**config.mk**
```make
export PLATFORM = sky130hd
export DESIGN_NAME = double_hash_table_top
export DESIGN_NICKNAME = d
export VERILOG_FILES = /design/src/sv/dht_pkg.sv /design/src/sv/dht_hash.sv /design/src/sv/double_hash_table_top.sv
export SDC_FILE = /design/constraint.sdc
export NUM_CORES = 2
export LEC_CHECK = 0
export ABC_AREA = 1
export BUFFER_PORTS_ARGS = -buffer_cell sky130_fd_sc_hd__buf_2
export CAP_MARGIN = 20
export CORE_MARGIN = 2
export CORE_UTILIZATION = 30
export DETAILED_ROUTE_END_ITERATION = 16
export GPL_ROUTABILITY_DRIVEN = 0
export SYNTH_ARGS = -nofsm -noshare
export SYNTH_HDL_FRONTEND = slang
export SYNTH_HIERARCHICAL = 1
export SYNTH_SLANG_ARGS = --single-unit
```
**constraint.sdc**
```tcl
create_clock -name clk -period 7.2 [get_ports clk]
set_clock_uncertainty 0.05 [all_clocks]
set_input_delay 0.72 -clock clk [delete_from_list [all_inputs] [get_ports clk]]
set_output_delay 0.72 -clock clk [all_outputs]
set_load 0.01 [all_outputs]
```
**src/sv/dht_pkg.sv**
```systemverilog
// ----------------------------------------------------------------------------
// dht_pkg
// Shared widths, operation and status codes and state types for the
// double-hashing key table.
// ----------------------------------------------------------------------------
package dht_pkg;

	localparam int KEY_W    = 31;
	localparam int OP_W     = 2;
	localparam int STATUS_W = 3;
	localparam int SLOT_W   = 5;

	localparam logic [OP_W-1:0] OP_INSERT = 2'd0;
	localparam logic [OP_W-1:0] OP_FIND   = 2'd1;
	localparam logic [OP_W-1:0] OP_REMOVE = 2'd2;

	localparam logic [STATUS_W-1:0] ST_INSERTED = 3'd0;
	localparam logic [STATUS_W-1:0] ST_FOUND    = 3'd1;
	localparam logic [STATUS_W-1:0] ST_REMOVED  = 3'd2;
	localparam logic [STATUS_W-1:0] ST_NOKEY    = 3'd3;
	localparam logic [STATUS_W-1:0] ST_FULL     = 3'd4;

	typedef enum logic [1:0] {
		S_CLEAR,
		S_IDLE,
		S_HASH,
		S_PROBE
	} dht_state_t;

endpackage

```
**src/sv/dht_hash.sv**
```systemverilog
// ----------------------------------------------------------------------------
// dht_hash
// Pipelined hash unit: key mod table size (home slot) and the probe step
// (step modulus - key mod step modulus) reduced mod table size, both by
// reciprocal multiplication; done is registered after stages s1 to s4.
// ----------------------------------------------------------------------------
module dht_hash import dht_pkg::*; #(
	parameter int TABLE_SIZE   = 23,
	parameter int STEP_MODULUS = 11,
	localparam int IDX_W = $clog2(TABLE_SIZE)
) (
	input  logic             clk,
	input  logic             arst_n,
	input  logic             start,
	input  logic [KEY_W-1:0] key,
	output logic             done,
	output logic [IDX_W-1:0] home,
	output logic [IDX_W-1:0] step
);

	localparam int SMR_W = $clog2(STEP_MODULUS);
	localparam int SM_W  = $clog2(STEP_MODULUS + 1);
	localparam int PK_W  = 2 * KEY_W + 1;
	localparam int PS_W  = 2 * SM_W + 1;
	localparam int SH_T  = KEY_W + IDX_W;
	localparam int SH_S  = KEY_W + SMR_W;
	localparam int SH_R  = SM_W + IDX_W;
	localparam longint unsigned T_L = 64'(TABLE_SIZE);
	localparam longint unsigned S_L = 64'(STEP_MODULUS);
	// reciprocals rounded up, exact quotients for any operand of the given width
	localparam longint unsigned MT_L = ((64'd1 << SH_T) + T_L - 64'd1) / T_L;
	localparam longint unsigned MS_L = ((64'd1 << SH_S) + S_L - 64'd1) / S_L;
	localparam longint unsigned MR_L = ((64'd1 << SH_R) + T_L - 64'd1) / T_L;
	localparam logic [KEY_W:0]   MT_C = (KEY_W + 1)'(MT_L);
	localparam logic [KEY_W:0]   MS_C = (KEY_W + 1)'(MS_L);
	localparam logic [SM_W:0]    MR_C = (SM_W + 1)'(MR_L);
	localparam logic [KEY_W-1:0] T_K  = KEY_W'(TABLE_SIZE);
	localparam logic [KEY_W-1:0] S_K  = KEY_W'(STEP_MODULUS);
	localparam logic [SM_W-1:0]  T_S  = SM_W'(TABLE_SIZE);
	localparam logic [SM_W-1:0]  SM_C = SM_W'(STEP_MODULUS);

	logic             v_s1, v_s2, v_s3, v_s4;
	logic [KEY_W-1:0] key_s1, key_s2;
	logic [KEY_W-1:0] qt_s2, qs_s2;
	logic [IDX_W-1:0] home_s3, home_s4;
	logic [SM_W-1:0]  sraw_s3, sraw_s4;
	logic [SM_W-1:0]  qr_s4;
	logic [IDX_W-1:0] home_q, step_q;
	logic             done_q;

	logic [PK_W-1:0]  prod_t, prod_s;
	logic [KEY_W-1:0] rem_t, rem_s;
	logic [PS_W-1:0]  prod_r;
	logic [SM_W-1:0]  rem_r;

	always_comb begin
		prod_t = PK_W'(key_s1) * PK_W'(MT_C);
		prod_s = PK_W'(key_s1) * PK_W'(MS_C);
		rem_t  = key_s2 - qt_s2 * T_K;
		rem_s  = key_s2 - qs_s2 * S_K;
		prod_r = PS_W'(sraw_s3) * PS_W'(MR_C);
		rem_r  = sraw_s4 - qr_s4 * T_S;
	end

	always_ff @(posedge clk or negedge arst_n) begin
		if (!arst_n) begin
			v_s1   <= 1'b0;
			v_s2   <= 1'b0;
			v_s3   <= 1'b0;
			v_s4   <= 1'b0;
			done_q <= 1'b0;
		end else begin
			v_s1   <= start;
			v_s2   <= v_s1;
			v_s3   <= v_s2;
			v_s4   <= v_s3;
			done_q <= v_s4;
		end
	end

	always_ff @(posedge clk) begin
		if (start) key_s1 <= key;
		key_s2  <= key_s1;
		qt_s2   <= KEY_W'(prod_t >> SH_T);
		qs_s2   <= KEY_W'(prod_s >> SH_S);
		home_s3 <= IDX_W'(rem_t);
		sraw_s3 <= SM_C - SM_W'(rem_s);
		home_s4 <= home_s3;
		sraw_s4 <= sraw_s3;
		qr_s4   <= SM_W'(prod_r >> SH_R);
		if (v_s4) begin
			home_q <= home_s4;
			step_q <= IDX_W'(rem_r);
		end
	end

	assign done = done_q;
	assign home = home_q;
	assign step = step_q;

endmodule

```
**src/sv/double_hash_table_top.sv**
```systemverilog
// ----------------------------------------------------------------------------
// double_hash_table_top
// Open-addressed key table with double hashing: insert, find or remove
// one key per item, one status and slot per item.
// ----------------------------------------------------------------------------
// sequence: the key is hashed in dht_hash, the home slot is read through the
//   registered table read, then one slot is checked per cycle, 1 to 23 slots
//   with defaults, and done follows the deciding check; an unused op code
//   answers the next cycle; one item at a time: busy drops as done rises,
//   and no new item is accepted while busy
// reset: busy stays high while the slot memory is cleared; done is never stalled
module double_hash_table_top import dht_pkg::*; #(
	parameter int TABLE_SIZE   = 23,
	parameter int STEP_MODULUS = 11
) (
	input  logic                clk,
	input  logic                arst_n,
	input  logic                start,
	output logic                busy,
	input  logic [OP_W-1:0]     op,
	input  logic [KEY_W-1:0]    key,
	output logic                done,
	output logic [STATUS_W-1:0] status,
	output logic [SLOT_W-1:0]   slot
);

	localparam int IDX_W  = $clog2(TABLE_SIZE);
	localparam int WORD_W = KEY_W + 1;
	localparam logic [IDX_W-1:0] LAST = IDX_W'(TABLE_SIZE - 1);
	localparam logic [IDX_W:0]   T_C  = (IDX_W + 1)'(TABLE_SIZE);

	dht_state_t state_q, state_d;

	// entry: used bit on top, key below
	logic [WORD_W-1:0] mem [TABLE_SIZE];
	logic [WORD_W-1:0] rdata_s1;
	logic [IDX_W-1:0]  rd_pos_s1;
	logic              rd_vld_s1;

	logic [IDX_W-1:0]  clr_cnt_q;
	logic [IDX_W-1:0]  chk_cnt_q;
	logic [IDX_W-1:0]  pos_q;
	logic [OP_W-1:0]   op_q;
	logic [KEY_W-1:0]  key_q;

	logic                done_q;
	logic [STATUS_W-1:0] status_q;
	logic [SLOT_W-1:0]   slot_q;

	logic             accept, op_ok, h_start, h_done;
	logic [IDX_W-1:0] h_home, h_step;
	logic [IDX_W:0]   pos_sum;
	logic [IDX_W-1:0] pos_next;

	logic                mem_we;
	logic [IDX_W-1:0]    mem_waddr;
	logic [WORD_W-1:0]   mem_wdata;
	logic                fin;
	logic [STATUS_W-1:0] res_status;
	logic [IDX_W-1:0]    res_slot;
	logic                e_used, e_match;

	assign accept  = start && (state_q == S_IDLE);
	assign op_ok   = (op == OP_INSERT) || (op == OP_FIND) || (op == OP_REMOVE);
	assign h_start = accept && op_ok;

	dht_hash #(
		.TABLE_SIZE  (TABLE_SIZE),
		.STEP_MODULUS(STEP_MODULUS)
	) u_hash (
		.clk   (clk),
		.arst_n(arst_n),
		.start (h_start),
		.key   (key),
		.done  (h_done),
		.home  (h_home),
		.step  (h_step)
	);

	always_comb begin
		pos_sum  = {1'b0, pos_q} + {1'b0, h_step};
		pos_next = (pos_sum >= T_C) ? IDX_W'(pos_sum - T_C) : IDX_W'(pos_sum);
	end

	assign e_used  = rdata_s1[WORD_W-1];
	assign e_match = (rdata_s1[KEY_W-1:0] == key_q);

	// memory clearing, and the probe check on the entry read last cycle
	always_comb begin
		mem_we     = 1'b0;
		mem_waddr  = clr_cnt_q;
		mem_wdata  = '0;
		fin        = 1'b0;
		res_status = ST_NOKEY;
		res_slot   = '0;
		case (state_q)
			S_CLEAR: begin
				mem_we = 1'b1;
			end
			S_PROBE: begin
				if (rd_vld_s1) begin
					if (op_q == OP_INSERT) begin
						if (!e_used) begin
							mem_we     = 1'b1;
							mem_waddr  = rd_pos_s1;
							mem_wdata  = {1'b1, key_q};
							fin        = 1'b1;
							res_status = ST_INSERTED;
							res_slot   = rd_pos_s1;
						end
					end else begin
						if (!e_used) begin
							fin = 1'b1;
						end else if (e_match) begin
							fin      = 1'b1;
							res_slot = rd_pos_s1;
							if (op_q == OP_REMOVE) begin
								mem_we     = 1'b1;
								mem_waddr  = rd_pos_s1;
								res_status = ST_REMOVED;
							end else begin
								res_status = ST_FOUND;
							end
						end
					end
					// full lap without a decision
					if (!fin && chk_cnt_q == LAST) begin
						fin        = 1'b1;
						res_status = (op_q == OP_INSERT) ? ST_FULL : ST_NOKEY;
					end
				end
			end
			default: ;
		endcase
	end

	always_comb begin
		state_d = state_q;
		case (state_q)
			S_CLEAR: begin
				if (clr_cnt_q == LAST) state_d = S_IDLE;
			end
			S_IDLE: begin
				if (h_start) state_d = S_HASH;
			end
			S_HASH: begin
				if (h_done) state_d = S_PROBE;
			end
			S_PROBE: begin
				if (fin) state_d = S_IDLE;
			end
			default: state_d = S_IDLE;
		endcase
	end

	always_ff @(posedge clk or negedge arst_n) begin
		if (!arst_n) begin
			state_q   <= S_CLEAR;
			clr_cnt_q <= '0;
			chk_cnt_q <= '0;
			rd_vld_s1 <= 1'b0;
			done_q    <= 1'b0;
		end else begin
			state_q   <= state_d;
			rd_vld_s1 <= (state_q == S_PROBE) && !fin;
			done_q    <= fin || (accept && !op_ok);
			if (state_q == S_CLEAR) clr_cnt_q <= clr_cnt_q + 1'b1;
			if (state_q == S_HASH) chk_cnt_q <= '0;
			else if (state_q == S_PROBE && rd_vld_s1) chk_cnt_q <= chk_cnt_q + 1'b1;
		end
	end

	always_ff @(posedge clk) begin
		if (accept) begin
			op_q  <= op;
			key_q <= key;
		end
		if (state_q == S_HASH) pos_q <= h_home;
		else if (state_q == S_PROBE) pos_q <= pos_next;
		if (fin) begin
			status_q <= res_status;
			slot_q   <= SLOT_W'(res_slot);
		end else if (accept && !op_ok) begin
			status_q <= ST_NOKEY;
			slot_q   <= '0;
		end
	end

	// slot memory, one write and one registered read per cycle
	always_ff @(posedge clk) begin
		if (mem_we) mem[mem_waddr] <= mem_wdata;
		rdata_s1  <= mem[pos_q];
		rd_pos_s1 <= pos_q;
	end

	assign busy   = (state_q != S_IDLE);
	assign done   = done_q;
	assign status = status_q;
	assign slot   = slot_q;

endmodule

```
==> results.rst <==
.. list-table::
   :header-rows: 1

   * - Metric
     - Value
   * - Startpoint of the lowest-slack register-to-register path
     - u_hash/key_s1[20]
   * - Capturing element type of the critical path
     - flop
   * - Portion of synthesized cell area occupied by the leading cell type
     - 45.7%
   * - Root buffer cell
     - clkbuf_16
   * - Number of nets in the layout
     - 5,773
   * - Sink count of the clock tree
     - 910
   * - Number of global-route vias before repair
     - 35,511
   * - Max Cap Viol
     - 0
   * - Sum of overflow across all layers after global routing
     - 0
   * - Post-synth EDFFs
     - 822
   * - First drt pass iteration count
     - 6
   * - Status
     - finished, final reports clean
   * - Vias
     - 35,181
   * - Ranking of synthesized cells by instance count
     - inv_1, edfxtp_1, nand2_1
   * - Post-CTS setup buffer count
     - 0
   * - CTS tree
     - yes
   * - Sequential-to-total area share from yosys stat
     - between 40% and 50%
   * - Gr usage total
     - between 10% and 20%
   * - RSZ-0062 raised after global routing
     - no
   * - Syn nets
     - 5,707
   * - Slew HR
     - 25.8%
   * - Highest net fanout along the worst path
     - 9
   * - Maximum buffer depth of the clock tree
     - 3
   * - R2R Setup Slk
     - 0.64 ns
   * - Syn Std Cell Area
     - around 0.054 mm^2
   * - Vertical die dimension
     - 428 um
   * - Number of DRC violations after detailed-routing iteration 0
     - a little over 3,000
   * - Total routed wirelength
     - 152 mm
   * - Kind of launch point of the worst setup path
     - flop
   * - Number of cells on the worst reg-to-reg path
     - 21
   * - First-pass GRT wire length
     - 229 mm
   * - Floorplan die area
     - about 0.18 mm^2
   * - Maximum operating frequency
     - 153 MHz
   * - Share of post-route cells with drive strength above 1
     - 7.11%
   * - Setup Crit Path Kind
     - reg -> reg
   * - Most instantiated flip-flop cell in the synthesis netlist
     - edfxtp_1
   * - Termination of the worst setup path
     - u_hash/qs_s2[0]
   * - Data required time of the worst path
     - 7.72 ns
   * - Total setup violations reported at the end of the flow
     - 0
   * - Starting density of the core
     - a little under a third
   * - Post-CTS clock slew at the launch and capture registers of the worst setup and hold paths
     - 0.06 ns
   * - HPWL after detailed placement
     - 102 mm
   * - Reg-to-reg endpoint
     - u_hash/qs_s2[0]
   * - Measured slew at the worst slew-check pin
     - 1.11 ns
   * - Routed via count divided by cell count
     - around 4.8
   * - DRT antenna net count
     - 0
   * - Unique cell type count in the Yosys netlist
     - between 50 and 60
   * - Yosys warns
     - 6
   * - Critical path data arrival time
     - 7.08 ns
   * - Final count of hold timing violations
     - 0
   * - Launching instance or port of the critical path
     - u_hash/key_s1[20]
   * - Main area contributors after synthesis
     - edfxtp_1, fa_1, ha_1, inv_1, nand2_1
   * - Most frequent cell after synthesis
     - inv_1
   * - Number of CTS-inserted buffers
     - 97
   * - Total DRC errors in the routed layout
     - 0
   * - Placed cell area
     - between 0.05 and 0.06 mm^2
   * - Die W
     - 428 um
   * - Area of the placeable core
     - 0.179 mm^2
   * - Number of port buffers
     - 45
   * - H-tree Lvls
     - 3
   * - Num rows
     - 155
   * - Yosys top cell by area
     - edfxtp_1
   * - Cell area after layout
     - 0.0606 mm^2
   * - Layout-stage area growth over the synthesis result
     - 12.1%
   * - Per-instance average area after synthesis
     - 11.2 um^2
   * - # IOs
     - 46
   * - Count of state elements after synthesis
     - 910
   * - Antenna violations before repair
     - 3
   * - FFs w/ async S/R, synth
     - around 2.1%
   * - Largest net degree at the start of global routing
     - 191
   * - Class of the worst hold path
     - in -> reg
   * - Count of final max-slew check failures
     - 0
   * - Detailed-route wire length per cell
     - just over 20 um
   * - Post-Syn Instances
     - 4,843
   * - Worst-skew pair later-pin latency
     - about 0.7 ns
   * - Total negative slack for setup checks
     - 0 ns
   * - Post-route clock period utilization
     - 91.1%
   * - Final critical path time including I/O delays and setup
     - roughly 6.6 ns
==> worst min path at each step <==
stage | start | end | slack (ns) | cells after the start
2_1_floorplan | u_hash/home_s3[0] | u_hash/home_s4[0] | 0.26 | 0
3_3_place_gp | u_hash/home_s3[3] | u_hash/home_s4[3] | 0.26 | 0
3_5_place_dp | u_hash/home_s3[3] | u_hash/home_s4[3] | 0.26 | 0
4_1_cts | op[1] | op_q[1] | 0.17 | 1
5_1_grt | op[1] | op_q[1] | 0.20 | 1
6_report | op[1] | op_q[1] | 0.20 | 1
==> cells in the final DEF (no fill, tap or decap), types with 5 or more instances in the layout <==
master,instances
nand2_2,10
a21o_1,19
xor2_1,24
o21bai_1,5
buf_12,5
clkinv_2,12
edfxtp_1,822
clkbuf_1,26
o21ai_0,370
nand3_2,8
a31oi_1,33
fa_1,402
clkinv_1,23
nor2_4,26
a32oi_1,22
o22ai_1,24
nand2_1,547
xnor2_1,33
nor3_1,18
buf_4,66
clkbuf_16,99
ha_1,426
dfxtp_1,69
inv_1,870
o221ai_1,105
o211ai_1,34
a21oi_1,99
nand3_1,124
nand4_1,17
buf_6,9
inv_6,5
inv_2,22
nor2_1,485
nor2_2,11
clkinv_16,5
dfrtp_1,19
buf_2,45
==> worst max-delay path: stages (launching register included) <==
cell	delay, ns
edfxtp_1	0.57
fa_1	0.57
inv_1	0.05
fa_1	0.52
inv_1	0.07
fa_1	0.50
inv_1	0.05
fa_1	0.47
fa_1	0.54
inv_1	0.05
fa_1	0.45
fa_1	0.51
inv_1	0.06
fa_1	0.54
inv_1	0.05
ha_1	0.31
nand2_1	0.09
nor3_1	0.43
and3b_1	0.23
nand2_1	0.11
nand3_1	0.09
nand2_1	0.10
==> registers in the layout (all words and copies together) (netlist names), 31 cells and up <==
name / flops
rdata_s1: 32
key_q: 31
mem: 736
u_hash/key_s1: 31
==> cells by family after synthesis <==
family                     after synthesis  synth area share, %
AOI/OAI and AO/OA                      728                 8.12
xor gates and xnor gates                57                0.924
adders and majority gates              828                 24.8
buffers and inverters                 1058                 7.54
DFF                                    910                 49.1
other                                    1              0.00694
and+or+nand+nor                       1261                 9.54
==> final cells by class <==
class | count | area (um^2)
fill | 17612 | 118000
clock inverter | 53 | 520
multi-input combinational | 2875 | 23600
tap | 2355 | 2950
clock buffer | 128 | 2620
sequential | 910 | 26500
timing repair buffer | 126 | 932
antenna | 3 | 7.51
inverter | 899 | 3390
==> timing repair <==
| item | CTS | global route |
|---|---|---|
| resized for setup | 0 | 0 |
| hold endpoints to repair | 19 | 0 |
| hold buffers | 1 | 0 |
==> metrics by stage <==
| step | std cells | utilization (%) | setup WS (ns) | hold WS [ns] |
|---|---|---|---|---|
| 5_1_grt | 7346 | 33.9 | 0.362 | 0.196 |
| 4_1_cts | 7344 | 33.9 | 0.701 | 0.167 |
| 3_3_place_gp | 7150 | 32.1 | 0.827 | 0.261 |
| 2_1_floorplan | 4843 | - | 1.19 | 0.260 |
| 6_report | 7349 | 33.9 | 0.643 | 0.204 |
| 3_5_place_dp | 7162 | 32.1 | 0.737 | 0.262 |
==> layer usage <==
| layer | global-route usage, % | part of all wire (%) | vias to the layer above |
|---|---|---|---|
| met5 | 0 | 0.0079 | - |
| met4 | 5.39 | 3.3 | 2 |
| met3 | 2.13 | 5.5 | 201 |
| met2 | 28.0 | 49 | 1088 |
| met1 | 21.6 | 42 | 17611 |
| li1 | - | - | 16279 |
Power is not shown: default switching activity piles up to over one toggle a cycle in this logic, so the estimate is an artifact.
